### config.mk
export PLATFORM = sky130hd
export DESIGN_NAME = tenf_walk
export DESIGN_NICKNAME = d
export VERILOG_FILES = /design/src/rtl/tenf_pkg.sv /design/src/rtl/tenf_walk.sv
export SDC_FILE = /design/constraint.sdc
export NUM_CORES = 1
export LEC_CHECK = 0
export ABC_AREA = 1
export BUFFER_PORTS_ARGS = -buffer_cell sky130_fd_sc_hd__buf_2
export CAP_MARGIN = 20
export CORE_UTILIZATION = 50
export DETAILED_ROUTE_END_ITERATION = 12
export PLACE_DENSITY = 0.71
export SETUP_SLACK_MARGIN = 0.15
export SYNTH_ARGS = -nofsm -noshare
export SYNTH_HDL_FRONTEND = slang
export SYNTH_SLANG_ARGS = --single-unit
### constraint.sdc
create_clock -name clk -period 7.8 [get_ports clk]
set_input_delay 1.56 -clock clk [delete_from_list [all_inputs] [get_ports clk]]
set_output_delay 1.56 -clock clk [all_outputs]
set_load 0.01 [all_outputs]
### src/rtl/tenf_pkg.sv
package tenf_pkg;

  // Field widths of the stream items.
  localparam int OP_W       = 2;
  localparam int SLOT_W     = 12;
  localparam int NODE_W     = 13;
  localparam int POS_FLD_W  = 4;
  localparam int TRI_W      = 3 * NODE_W;
  localparam int IN_DATA_W  = 80;
  localparam int OUT_DATA_W = 40;

  // Slot fields are 12 bits wide, so no table can be addressed beyond this span.
  localparam int SLOT_SPAN = 1 << SLOT_W;

  // Width used when comparing slots and numbers against the size parameters.
  localparam int LIM_W = 17;

  // Operation codes carried on in_tuser.
  localparam logic [OP_W-1:0] OP_WR_TRI = 2'd0;
  localparam logic [OP_W-1:0] OP_WR_ROW = 2'd1;
  localparam logic [OP_W-1:0] OP_QUERY  = 2'd2;

  // Default sizes.
  localparam int MAX_ELEMENTS_DEF   = 4096;
  localparam int MAX_NODES_DEF      = 4096;
  localparam int NODE_ROW_WIDTH_DEF = 16;

  typedef logic [2:0][NODE_W-1:0] tri_nodes_t;

endpackage

### src/rtl/tenf_walk.sv
module tenf_walk #(
  parameter int MAX_ELEMENTS   = 4096,
  parameter int MAX_NODES      = 4096,
  parameter int NODE_ROW_WIDTH = 16,
  parameter int TRI_AW         = 12,
  parameter int NODE_AW        = 16,
  parameter int POS_W          = 4
) (
  input  logic                         clk,
  input  logic                         rst_n,
  input  logic                         in_valid,
  output logic                         in_ready,
  input  logic [tenf_pkg::OP_W-1:0]    in_op,
  input  logic [tenf_pkg::SLOT_W-1:0]  in_element_slot,
  output logic                         tri_rd_en,
  output logic [TRI_AW-1:0]            tri_rd_addr,
  input  logic [tenf_pkg::TRI_W-1:0]   tri_rd_data,
  output logic                         row_rd_en,
  output logic [NODE_AW-1:0]           row_rd_addr,
  input  logic [tenf_pkg::NODE_W-1:0]  row_rd_data,
  output logic                         out_valid,
  input  logic                         out_ready,
  output logic [tenf_pkg::NODE_W-1:0]  out_neighbour_a,
  output logic [tenf_pkg::NODE_W-1:0]  out_neighbour_b,
  output logic [tenf_pkg::NODE_W-1:0]  out_neighbour_c
);

  import tenf_pkg::*;

  localparam logic [LIM_W-1:0]   ELEM_LIM = LIM_W'(MAX_ELEMENTS);
  localparam logic [LIM_W-1:0]   NODE_LIM = LIM_W'(MAX_NODES);
  localparam logic [NODE_W-1:0]  CNT_MAX  = NODE_W'(NODE_ROW_WIDTH - 1);
  localparam logic [POS_W-1:0]   LAST_POS = POS_W'(NODE_ROW_WIDTH - 1);

  typedef enum logic [7:0] {
    S_IDLE  = 8'b0000_0001,
    S_LOAD  = 8'b0000_0010,
    S_NODE  = 8'b0000_0100,
    S_CNT   = 8'b0000_1000,
    S_WALK  = 8'b0001_0000,
    S_DRAIN = 8'b0010_0000,
    S_DONE  = 8'b0100_0000,
    S_SPARE = 8'b1000_0000
  } state_t;

  state_t              state_r, state_nxt;
  tri_nodes_t          self_r, self_nxt;
  logic [1:0]          idx_r, idx_nxt;
  logic [POS_W-1:0]    pos_r, pos_nxt;
  logic [POS_W-1:0]    cnt_r, cnt_nxt;
  logic [NODE_AW-1:0]  base_r, base_nxt;
  logic                b_vld_r, b_vld_nxt;
  logic                c_vld_r, c_vld_nxt;
  logic [2:0][NODE_W-1:0] found_r, found_nxt;
  logic                out_valid_r, out_valid_nxt;
  logic [2:0][NODE_W-1:0] out_r, out_nxt;

  tri_nodes_t          cand_nodes;
  logic [NODE_W-1:0]   cur_node;
  logic [NODE_W-1:0]   cur_row;
  logic                node_ok;
  logic                cand_ok;
  logic [NODE_W-1:0]   cand_r, cand_nxt;
  logic [3:0]          hits;
  logic                last_node;
  logic                accept;

  assign cand_nodes = tri_rd_data;
  assign cur_node   = self_r[idx_r];
  assign cur_row    = cur_node - NODE_W'(1);
  assign node_ok    = (cur_node != '0) && (LIM_W'(cur_node) <= NODE_LIM);
  assign cand_ok    = (row_rd_data != '0) && (LIM_W'(row_rd_data) <= ELEM_LIM);
  assign last_node  = (idx_r == 2'd2);
  assign in_ready   = (state_r == S_IDLE);
  assign accept     = in_valid && in_ready;

  // Shared-node count over all nine pairs; repeated node numbers count each time.
  always_comb begin
    hits = '0;
    for (int p = 0; p < 3; p++) begin
      for (int q = 0; q < 3; q++) begin
        if (self_r[p] == cand_nodes[q]) begin
          hits = hits + 4'd1;
        end
      end
    end
  end

  always_comb begin
    state_nxt     = state_r;
    self_nxt      = self_r;
    idx_nxt       = idx_r;
    pos_nxt       = pos_r;
    cnt_nxt       = cnt_r;
    base_nxt      = base_r;
    b_vld_nxt     = 1'b0;
    c_vld_nxt     = 1'b0;
    cand_nxt      = cand_r;
    found_nxt     = found_r;
    out_valid_nxt = out_valid_r && !out_ready;
    out_nxt       = out_r;
    tri_rd_en     = 1'b0;
    tri_rd_addr   = TRI_AW'(in_element_slot);
    row_rd_en     = 1'b0;
    row_rd_addr   = base_r + NODE_AW'(pos_r);

    // Second stage: a listed element comes out of the node table.
    if (b_vld_r && cand_ok) begin
      tri_rd_en   = 1'b1;
      tri_rd_addr = TRI_AW'(row_rd_data - NODE_W'(1));
      c_vld_nxt   = 1'b1;
      cand_nxt    = row_rd_data;
    end

    // Third stage: its nodes come out of the triangle table.
    if (c_vld_r && (hits == 4'd2)) begin
      if (found_r[0] == '0) begin
        found_nxt[0] = cand_r;
      end else if (found_r[0] != cand_r) begin
        if (found_r[1] == '0) begin
          found_nxt[1] = cand_r;
        end else if (found_r[1] != cand_r) begin
          if (found_r[2] == '0) begin
            found_nxt[2] = cand_r;
          end
        end
      end
    end

    case (state_r)
      S_IDLE: begin
        found_nxt = '0;
        idx_nxt   = 2'd0;
        if (accept && (in_op == OP_QUERY)) begin
          if (LIM_W'(in_element_slot) < ELEM_LIM) begin
            tri_rd_en = 1'b1;
            state_nxt = S_LOAD;
          end else begin
            state_nxt = S_DONE;
          end
        end
      end
      S_LOAD: begin
        self_nxt  = tri_rd_data;
        state_nxt = S_NODE;
      end
      S_NODE: begin
        if (node_ok) begin
          base_nxt    = NODE_AW'(cur_row) * NODE_AW'(NODE_ROW_WIDTH);
          row_rd_en   = 1'b1;
          row_rd_addr = NODE_AW'(cur_row) * NODE_AW'(NODE_ROW_WIDTH) + NODE_AW'(LAST_POS);
          state_nxt   = S_CNT;
        end else if (last_node) begin
          state_nxt = S_DRAIN;
        end else begin
          idx_nxt = idx_r + 2'd1;
        end
      end
      S_CNT: begin
        cnt_nxt = (row_rd_data > CNT_MAX) ? LAST_POS : POS_W'(row_rd_data);
        pos_nxt = '0;
        if (row_rd_data == '0) begin
          if (last_node) begin
            state_nxt = S_DRAIN;
          end else begin
            idx_nxt   = idx_r + 2'd1;
            state_nxt = S_NODE;
          end
        end else begin
          state_nxt = S_WALK;
        end
      end
      S_WALK: begin
        row_rd_en = 1'b1;
        b_vld_nxt = 1'b1;
        pos_nxt   = pos_r + POS_W'(1);
        if (pos_r == cnt_r - POS_W'(1)) begin
          if (last_node) begin
            state_nxt = S_DRAIN;
          end else begin
            idx_nxt   = idx_r + 2'd1;
            state_nxt = S_NODE;
          end
        end
      end
      S_DRAIN: begin
        if (!b_vld_r && !c_vld_r) begin
          state_nxt = S_DONE;
        end
      end
      S_DONE: begin
        if (!out_valid_r || out_ready) begin
          out_valid_nxt = 1'b1;
          out_nxt       = found_r;
          state_nxt     = S_IDLE;
        end
      end
      default: begin
        state_nxt = S_IDLE;
      end
    endcase
  end

  always_ff @(posedge clk) begin
    if (!rst_n) begin
      state_r     <= S_IDLE;
      b_vld_r     <= 1'b0;
      c_vld_r     <= 1'b0;
      out_valid_r <= 1'b0;
      found_r     <= '0;
      idx_r       <= 2'd0;
    end else begin
      state_r     <= state_nxt;
      b_vld_r     <= b_vld_nxt;
      c_vld_r     <= c_vld_nxt;
      out_valid_r <= out_valid_nxt;
      found_r     <= found_nxt;
      idx_r       <= idx_nxt;
    end
  end

  always_ff @(posedge clk) begin
    self_r <= self_nxt;
    pos_r  <= pos_nxt;
    cnt_r  <= cnt_nxt;
    base_r <= base_nxt;
    cand_r <= cand_nxt;
    out_r  <= out_nxt;
  end

  assign out_valid       = out_valid_r;
  assign out_neighbour_a = out_r[0];
  assign out_neighbour_b = out_r[1];
  assign out_neighbour_c = out_r[2];

`ifndef NO_ASSERTIONS
  // Neighbours fill their places in order.
  a_found_order: assert property (@(posedge clk) disable iff (!rst_n)
    ((found_r[1] == '0) || (found_r[0] != '0)) && ((found_r[2] == '0) || (found_r[1] != '0)))
    else $error("neighbour list has a gap");

  // A reported neighbour is never reported twice.
  a_found_distinct: assert property (@(posedge clk) disable iff (!rst_n)
    ((found_r[1] == '0) || (found_r[1] != found_r[0])) &&
    ((found_r[2] == '0) || ((found_r[2] != found_r[1]) && (found_r[2] != found_r[0]))))
    else $error("neighbour reported twice");

  // The result is only formed after every lookup in flight has retired.
  a_done_drained: assert property (@(posedge clk) disable iff (!rst_n)
    (state_r == S_DONE) |-> (!b_vld_r && !c_vld_r))
    else $error("result formed with lookups in flight");

  // The triangle table read port has one user at a time.
  a_tri_port: assert property (@(posedge clk) disable iff (!rst_n)
    (state_r == S_IDLE) |-> (!b_vld_r && !c_vld_r))
    else $error("lookup still in flight while idle");
`endif

endmodule

======== After elaboration in Yosys (flattened, before gate mapping) ========
Index checks and enable logic that the tools add are counted.
storage, ports and cells
  input port bits ......................... 70
  bits in registers ....................... 163
operators by class
  add/subtract/negate cells ............... 15
  reductions and logical operators ........ 29
  bitwise logic cells ..................... 3
  $lt $le $gt $ge ......................... 4
  eq/ne operators ......................... 29
  multiplexer cells ....................... 37
operator list
  kind                     count
  $eq A13 B13 Y1           9
  $mux W8                  7
  $pmux W8 S7              1
  $logic_not A13 Y1        4
  $add A4 B1 Y4 const B    9
  $mux W16                 2
  $mux W4                  8
  $bmux W13 S2             1
  $le A13 B13 Y1 const B   2
  $ne A13 B13 Y1           2
  $reduce_bool A13 Y1      2
  $sub A12 B1 Y12 const B  2
  $add A16 B4 Y16          1
  $add A16 B4 Y16 const B  1
  $gt A13 B4 Y1 const B    1
  $mux W13                 1
  $mux W12                 1
  $ne A2 B2 Y1 const B     5
  $eq A8 B1 Y1 const B     1
  $eq A8 B2 Y1 const B     1
  $eq A8 B3 Y1 const B     1
  $eq A8 B4 Y1 const B     1
  $eq A8 B5 Y1 const B     1
  $eq A8 B6 Y1 const B     1
  26 further kinds         52

======== Longest topological paths before layout ========
Gate-level depths: netlist of the first run.
  depth in word-level cells ............... 21
  depth in mapped cells ................... 37

======== Worst setup path before layout of the first run ========
OpenSTA, ideal clock, no wires.
  path type ............................... input port to flip-flop
  start ................................... input port tri_rd_data[1] (netlist bit)
  end ..................................... register found_r[16] (netlist bit)
  data arrival time ....................... 6.664 ns
  path slack .............................. 1.023 ns
  stages .................................. 34
  setup time .............................. 0.113 ns
  path through ............................ inv_1 > nand2_1 > a2111oi_0 > nand2_1 > nor2_1 > ha_1 > inv_1 > nand3_2 > nand2_2 > ha_1 > nand2_1 > nand2_1 > ha_1 > or2_2 > and2_1 > ha_1 > nand2_1 > nand2_1 > ha_1 > or2_2 > nand2_1 > inv_1 > ha_1 > nand2_1 > nand2_1 > ha_1 > or2_2 > nand2_1 > nand3b_2 > nor2_8 > nand4_4 > buf_2 > nor2_1 > nor2_1
between the ends
  longest elaborated chain between the ends .. 21
  elaborated cells between the ends (all ways) .. 23
  classes of those cells .................. 8 x add/sub; 4 x eq/ne; 9 x mux; 2 x reduce/logical
ends and longest elaborated chain
  item                             line              RTL
  start, declared                  tenf_walk.sv:17   input logic [tenf_pkg::TRI_W-1:0] tri_rd_data,
  $eq A13 B13 Y1                   tenf_walk.sv:82   if (self_r[p] == cand_nodes[q]) begin
  $mux W1                          tenf_walk.sv:82
  $add A4 B1 Y4                    tenf_walk.sv:83   hits = hits + 4'd1;
  $mux W4                          tenf_walk.sv:82
  $add A4 B1 Y4                    tenf_walk.sv:83
  $mux W4                          tenf_walk.sv:82
  $add A4 B1 Y4                    tenf_walk.sv:83
  $mux W4                          tenf_walk.sv:82
  [5 not listed]                   --
  $mux W4 (*)                      tenf_walk.sv:82
  $add A4 B1 Y4                    tenf_walk.sv:83
  $mux W4 (*)                      tenf_walk.sv:82
  $add A4 B1 Y4                    tenf_walk.sv:83
  $mux W4 (*)                      tenf_walk.sv:82
  $eq A4 B2 Y1 (*)                 tenf_walk.sv:116  if (c_vld_r && (hits == 4'd2)) begin
  $logic_and A1 B1 Y1 (*)          tenf_walk.sv:116
  $reduce_and A4 Y1 (no line) (*)  --
  end signal, assigned             tenf_walk.sv:217  found_r <= found_nxt;
  end, declared                    tenf_walk.sv:54   logic [2:0][NODE_W-1:0] found_r, found_nxt;
Mark *: on every way between the ends. The rest lies on a longest branch, timed or not.
A chain may end at the register's enable or synchronous reset.

======== Final worst setup path of the first run ========
  start ................................... input port tri_rd_data[2] (netlist bit)
  end ..................................... register found_r[32] (netlist bit)
between the ends
  longest elaborated chain between the ends .. 21
  elaborated cells between the ends (all ways) .. 23
  classes of those cells .................. 8 x add/sub; 4 x eq/ne; 9 x mux; 2 x reduce/logical
ends and longest elaborated chain
  item                             line
  $eq A13 B13 Y1                   tenf_walk.sv:82
  $mux W1                          tenf_walk.sv:82
  $add A4 B1 Y4                    tenf_walk.sv:83
  $mux W4                          tenf_walk.sv:82
  $add A4 B1 Y4                    tenf_walk.sv:83
  $mux W4                          tenf_walk.sv:82
  $add A4 B1 Y4                    tenf_walk.sv:83
  $mux W4                          tenf_walk.sv:82
  [5 not listed]                   --
  $mux W4 (*)                      tenf_walk.sv:82
  $add A4 B1 Y4                    tenf_walk.sv:83
  $mux W4 (*)                      tenf_walk.sv:82
  $add A4 B1 Y4                    tenf_walk.sv:83
  $mux W4 (*)                      tenf_walk.sv:82
  $eq A4 B2 Y1 (*)                 tenf_walk.sv:116
  $logic_and A1 B1 Y1 (*)          tenf_walk.sv:116
  $reduce_and A6 Y1 (no line) (*)  --
Marks and branches as above.

==> qor.csv, run 1 <==
stage,metric,value,unit
routing,Starting DRT DRC Count,839,
timing,fin crit period,7.19,ns
floorplan,Starting Density,51.7,%
clocking,clk sinks,162,
timing,Worst-Margin Slew,1.01,ns
routing,DRT Pass-1 Iters,5,
logic_synthesis,Post-synth EDFFs,111,
clocking,CTS H-Tree Depth,4,
floorplan,CORE AREA,19000,µm²
timing,final max-slew violation count,0,
global_routing,initial antenna violation count,0,
floorplan,die height,142,µm
timing,relative slew slack,32.6,%
routing,DRC violations left,0,
layout,share of cells above drive strength 1,20.0,%
timing,"Hold Vio Cnt, Final",0,
global_routing,first-pass GRT wire length,39100,µm
power_and_ir_drop,Leak,5.25,nW
setup_path,Critical Path AT,7.52,ns
clocking,clock root cell,clkbuf_16,
routing,post-route ant nets,0,
routing,via count,8588,
worst_hold_path,worst hold path class,reg2reg,
logic_synthesis,syn nets,1311,
setup_path,CP startpoint kind,input port,
setup_path,Crit Path Category,in2reg,
clocking,"Reg clk slew, reported paths",0.07,ns
floorplan,full die area,20100,µm²
logic_synthesis,Synth async-reset ratio,0,%
layout,Diodes inserted,0,
setup_path,Crit path depth,36,
routing,final WL,25100,µm
setup_path,slowest cell delay on critical path,0.35,ns
place,detailed placement HPWL,19000,µm
timing,Setup WS post-layout,0.607,ns
routing,DR WL/cell,15.2,µm
floorplan,IO Pins,141,
layout,post-route cell area,11400,µm²
timing,period utilisation layout,92.2,%
logic_synthesis,cell accounting for the most synthesized area,edfxtp_1,
global_routing,total congestion overflow,0,
logic_synthesis,Post-Syn Area per Cell,7.98,µm²
logic_synthesis,Unique masters post-synth,53,
worst_hold_path,WHS Path Cells,0,
place,Port Buffers,140,
clocking,CTS Buffer Depth,2,
clocking,cts bufs inserted,17,
setup_path,worst-path fanout max,14,
place,Placed Area,10800,µm²
floorplan,FP Rows,50,
power_and_ir_drop,peak supply drop,0.169,mV
timing,# setup viols final,0,
logic_synthesis,sequential-to-total area share from yosys stat,44.5,%
logic_synthesis,YS warnings,0,
setup_path,Critical path buffers and inverters,5,
logic_synthesis,Cells after Synth,1227,
logic_synthesis,Area contributors post-synth,"edfxtp_1 34%, nand2_1 12%, dfxtp_1 10%, inv_1 6.4%, nor2_1 5.7%",
floorplan,die width,142,µm
routing,vias per inst,5.20,
clocking,worst skew pair latency,0.43,ns
flow_run,MaxCap Viol Count,0,
logic_synthesis,most frequent cell after synthesis,nand2_1,
clocking,CTS tree,done,
status,outcome,completed,
global_routing,largest net degree at the start of global routing,40,
timing,RSZ-0062 raised after global routing,true,
layout,Layout area overhead,16.9,%
global_routing,GRT Util Overall,25.1,%
setup_path,worst-case reg-to-reg path depth,35,
logic_synthesis,area share of the largest cell type after synthesis,34.0,%
logic_synthesis,Main synth FF type,edfxtp_1,
place,Post-Place Setup Slack,0.140,ns
layout,fin nets,1463,
clocking,setup bufs post-CTS,0,
clocking,CTS hold repair buffers,0,
setup_path,CP Capture Type,register,
logic_synthesis,number of synthesized register bits,162,
setup_path,cell mode on critical path,nand2_1,
global_routing,vias in the first global route,7707,
setup_path,slowest CP cell,a2111oi_0,
logic_synthesis,Mapped Area,9790,µm²
timing,skew final,0.0106,ns
setup_path,"Req. time, crit path",8.12,ns
logic_synthesis,Synth top cells by count,"317 x nand2_1, 168 x inv_1, 148 x nor2_1",
timing,total negative setup slack,0,ns
timing,max frequency,139,MHz
setup_path,"delay-heaviest family, CP",simple AND/OR/NAND/NOR gates,
place,gpl congestion,0.953,
power_and_ir_drop,Power Dens Cells,208,nW/µm²
per-layer routing:
metal,up-vias,track usage [%],wire length [µm]
li1,4280,-,-
met1,3951,34.3,11500
met2,307,40.0,11400
met3,50,3.47,1470
met4,0,10.2,738
met5,-,0,0
layout make-up:
type                            count  area (µm²)
Multi-Input combinational cell    862        4670
Timing Repair Buffer              147         766
Clock inverter                     15         199
Clock buffer                       17         425
Fill cell                        1709        7510
Sequential cell                   162        4350
Inverter                          189         709
Tap cell                          260         325
sequential cells by signal, summed over array words and instances, names as in the netlist:
register         cells
cnt_r                4
found_r             39
base_r              12
c_vld_r              1
cand_r              13
out_neighbour_c     13
out_valid            1
state_r              7
out_neighbour_b     13
idx_r                2
b_vld_r              1
pos_r                4
out_neighbour_a     13
self_r              39
metrics by stage:
step	utilization [%]	cells	hold WS (ns)	power, mW
detailed placement	57.0	1619	0.419	1.53
global placement	57.0	1619	0.416	1.53
global route	60.4	1652	0.444	2.48
finish	60.4	1652	0.443	2.38
CTS	60.3	1651	0.439	2.39
floorplan	-	1227	0.408	1.35
report_power, final:
part           switching, mW  leakage, nW  internal (mW)
Sequential            0.0398         1.43          0.974
Clock                  0.418        0.303          0.442
Combinational          0.342         3.52          0.166
Total                  0.800         5.25           1.58
cell usage in the layout, fill, tap and decap left out, types with 14 or more instances in the layout:
cell and n:
inv_1 168, nor2_1 146, nor4_1 21, inv_2 19, buf_2 140, clkbuf_16 17
o21ai_0 25, nand4_1 28, nand2_1 317, nand2_2 21, a21oi_1 22, dfxtp_1 51
xnor2_1 46, xor2_1 44, ha_1 14, nand3_1 53, edfxtp_1 111
final timing paths:
path | from | end | slack (ns)
worst max-delay path | tri_rd_data[2] | found_r[32]$_SDFFE_PP0P_ | 0.61
worst min-delay path | found_r[26]$_SDFFE_PP0P_ | out_neighbour_c[0]$_DFFE_PP_ | 0.44
worst max register to register | self_r[3]$_DFFE_PN_ | found_r[32]$_SDFFE_PP0P_ | 1.41
worst min register to register | found_r[26]$_SDFFE_PP0P_ | out_neighbour_c[0]$_DFFE_PP_ | 0.44
logic make-up after synthesis:
kind of cell	synth area share, %
buffers and inverters	8.20
adders and majority gates	1.79
and+or+nand+nor	31.3
AOI/OAI and AO/OA	6.18
DFF	44.5
xor gates and xnor gates	8.05
timing repair:
action	4_1_cts	5_1_grt
gates resized for setup	0	1
endpoints found under the hold margin	0	0
endpoints found under the setup margin	0	13
Power figures use the tool's default switching activity.
==> inputs of run 2 (changes only) <==
PLACE_DENSITY = unset   (was 0.71)
PLACE_DENSITY_LB_ADDON = 0.25   (was unset)
RECOVER_POWER = 50   (was unset)
==> qor.csv, run 2 (synthesis gave the netlist of run 1 again) <==
stage,metric,value,unit
layout,"commonest cells after routing, fill and taps aside","317 x nand2_1, 168 x inv_1, 146 x nor2_1, 111 x edfxtp_1, 76 x clkbuf_1",
setup_path,cell mode on critical path,nand2_1,
floorplan,FP Rows,50,
power_and_ir_drop,Sw Share,33.4,%
place,Placed Cells,1620,
clocking,worst skew pair latency,0.43,ns
power_and_ir_drop,switching power,804,µW
timing,fin crit period,7.10,ns
timing,# setup viols final,0,
routing,Starting DRT DRC Count,836,
layout,share of cells above drive strength 1,14.6,%
power_and_ir_drop,Leak,5.04,nW
clocking,CTS H-Tree Depth,4,
worst_hold_path,worst hold path class,reg2reg,
layout,Fill cells,1755,
routing,final WL,25100,µm
clocking,clk sinks,162,
layout,Largest regs,"found_r (39), self_r (39)",
floorplan,die height,142,µm
place,Port Buffers,140,
routing,DRC violations left,0,
status,outcome,"finished, violations left",
floorplan,die width,142,µm
global_routing,total congestion overflow,0,
routing,via count,8611,
place,gpl congestion,0.969,
flow_run,MaxCap Viol Count,1,
timing,max frequency,141,MHz
setup_path,Critical path buffers and inverters,5,
setup_path,CP Capture Type,register,
timing,Setup WS post-layout,0.699,ns
routing,DR WL/cell,15.2,µm
setup_path,slowest CP cell,nor4_1,
clocking,cts bufs inserted,17,
global_routing,largest net degree at the start of global routing,42,
timing,final max-slew violation count,42,
power_and_ir_drop,Power Dens Cells,212,nW/µm²
layout,Diodes inserted,0,
layout,Finished Layout Cells,1653,
setup_path,Critical Path AT,7.45,ns
floorplan,IO Pins,141,
timing,RSZ-0062 raised after global routing,true,
place,Post-Place Setup Slack,0.187,ns
status,failing checks,"capacitance limit, slew limit",
timing,"Hold Vio Cnt, Final",0,
clocking,CTS hold repair buffers,0,
global_routing,initial antenna violation count,0,
timing,period utilisation layout,91.0,%
global_routing,first-pass GRT wire length,39500,µm
power_and_ir_drop,Flop pwr share,41.7,%
power_and_ir_drop,peak supply drop,0.174,mV
setup_path,worst-path fanout max,13,
setup_path,slowest cell delay on critical path,0.44,ns
timing,total negative setup slack,0,ns
timing,relative slew slack,-58.9,%
power_and_ir_drop,clock network power share,37.0,%
power_and_ir_drop,Comb pwr share,21.3,%
routing,post-route ant nets,0,
clocking,CTS tree,done,
place,detailed placement HPWL,18900,µm
setup_path,"delay-heaviest family, CP",simple AND/OR/NAND/NOR gates,
setup_path,Crit Path Category,in2reg,
layout,fin nets,1464,
timing,Worst-Margin Slew,2.38,ns
clocking,CTS Buffer Depth,2,
layout,area of the multi-input gates,4670,µm²
global_routing,vias in the first global route,7733,
floorplan,Starting Density,51.7,%
layout,FF/Latch Area,4350,µm²
floorplan,CORE AREA,19000,µm²
global_routing,GRT Util Overall,25.4,%
routing,DRT Pass-1 Iters,6,
layout,Layout area overhead,16.0,%
clocking,clock root cell,clkbuf_16,
clocking,"Reg clk slew, reported paths",0.08,ns
setup_path,"Req. time, crit path",8.15,ns
power_and_ir_drop,Pwr Total,2.40,mW
floorplan,full die area,20100,µm²
timing,skew final,0.0131,ns
setup_path,CP startpoint kind,input port,
power_and_ir_drop,internal power,1.60,mW
routing,vias per inst,5.21,
layout,"commonest non-fill, non-tap cell in the layout",nand2_1,
-- run 2: cell count changes in the layout (fill, tap and decap cells not counted) --
cell | before | now
nor3_1 | 12 | 13
nor3_2 | 1 | 0
bufinv_16 | 0 | 1
clkinv_4 | 2 | 1
clkinv_8 | 6 | 4
inv_8 | 6 | 7
buf_4 | 6 | 5
buf_2 | 140 | 66
clkinvlp_4 | 0 | 1
clkbuf_1 | 0 | 76
-- run 2: path summary, 6_finish.rpt --
kind	start	endpoint	slack, ns	depth (start not counted)
setup / recovery	tri_rd_data[9]	found_r[6]$_SDFFE_PP0P_	0.70	36
hold / removal	found_r[38]$_SDFFE_PP0P_	out_neighbour_c[12]$_DFFE_PP_	0.43	0
setup reg to reg	self_r[3]$_DFFE_PN_	found_r[6]$_SDFFE_PP0P_	1.45	37
hold reg to reg	found_r[38]$_SDFFE_PP0P_	out_neighbour_c[12]$_DFFE_PP_	0.43	0
-- run 2: stage by stage --
| stage | area, µm² | utilization (%) | hold slack [ns] |
|---|---|---|---|
| finish | 11400 | 59.9 | 0.434 |
| global route | 11400 | 59.9 | 0.440 |
| CTS | 11400 | 60.4 | 0.435 |
| detailed placement | 10800 | 57.0 | 0.415 |
| global placement | 10800 | 57.0 | 0.414 |
| floorplan | 9790 | - | 0.408 |
-- run 2: timing repair --
action                                  in CTS  in global routing
endpoints found under the setup margin       0                 13
gates resized for setup                      0                  1
buffers inserted                             0                  0
endpoints found under the hold margin        0                  0
-- run 2: cell type report --
class                      count  share of cell area [%]
multi-input combinational    862                    41.1
sequential                   162                    38.3
inverter                     189                    6.25
timing repair buffer         148                    5.93
clock buffer                  17                    3.74
tap                          260                    2.86
clock inverter                15                    1.82
-- run 2: power by group through the flow --
stage	clock network [mW]	logic [mW]	registers (mW)
2_1_floorplan	0	0.331	1.02
3_3_place_gp	0	0.506	1.02
3_5_place_dp	0	0.513	1.02
4_1_cts	0.897	0.515	1.00
5_1_grt	0.932	0.562	1.01
6_report	0.890	0.512	1.00
-- run 2: metal layers --
layer,share of wire [%],global-route usage (%),routed length (µm)
met1,46,35.3,11500
met4,2.9,9.39,726
met3,6.6,3.97,1650
met5,0,0,0
met2,45,40.0,11300
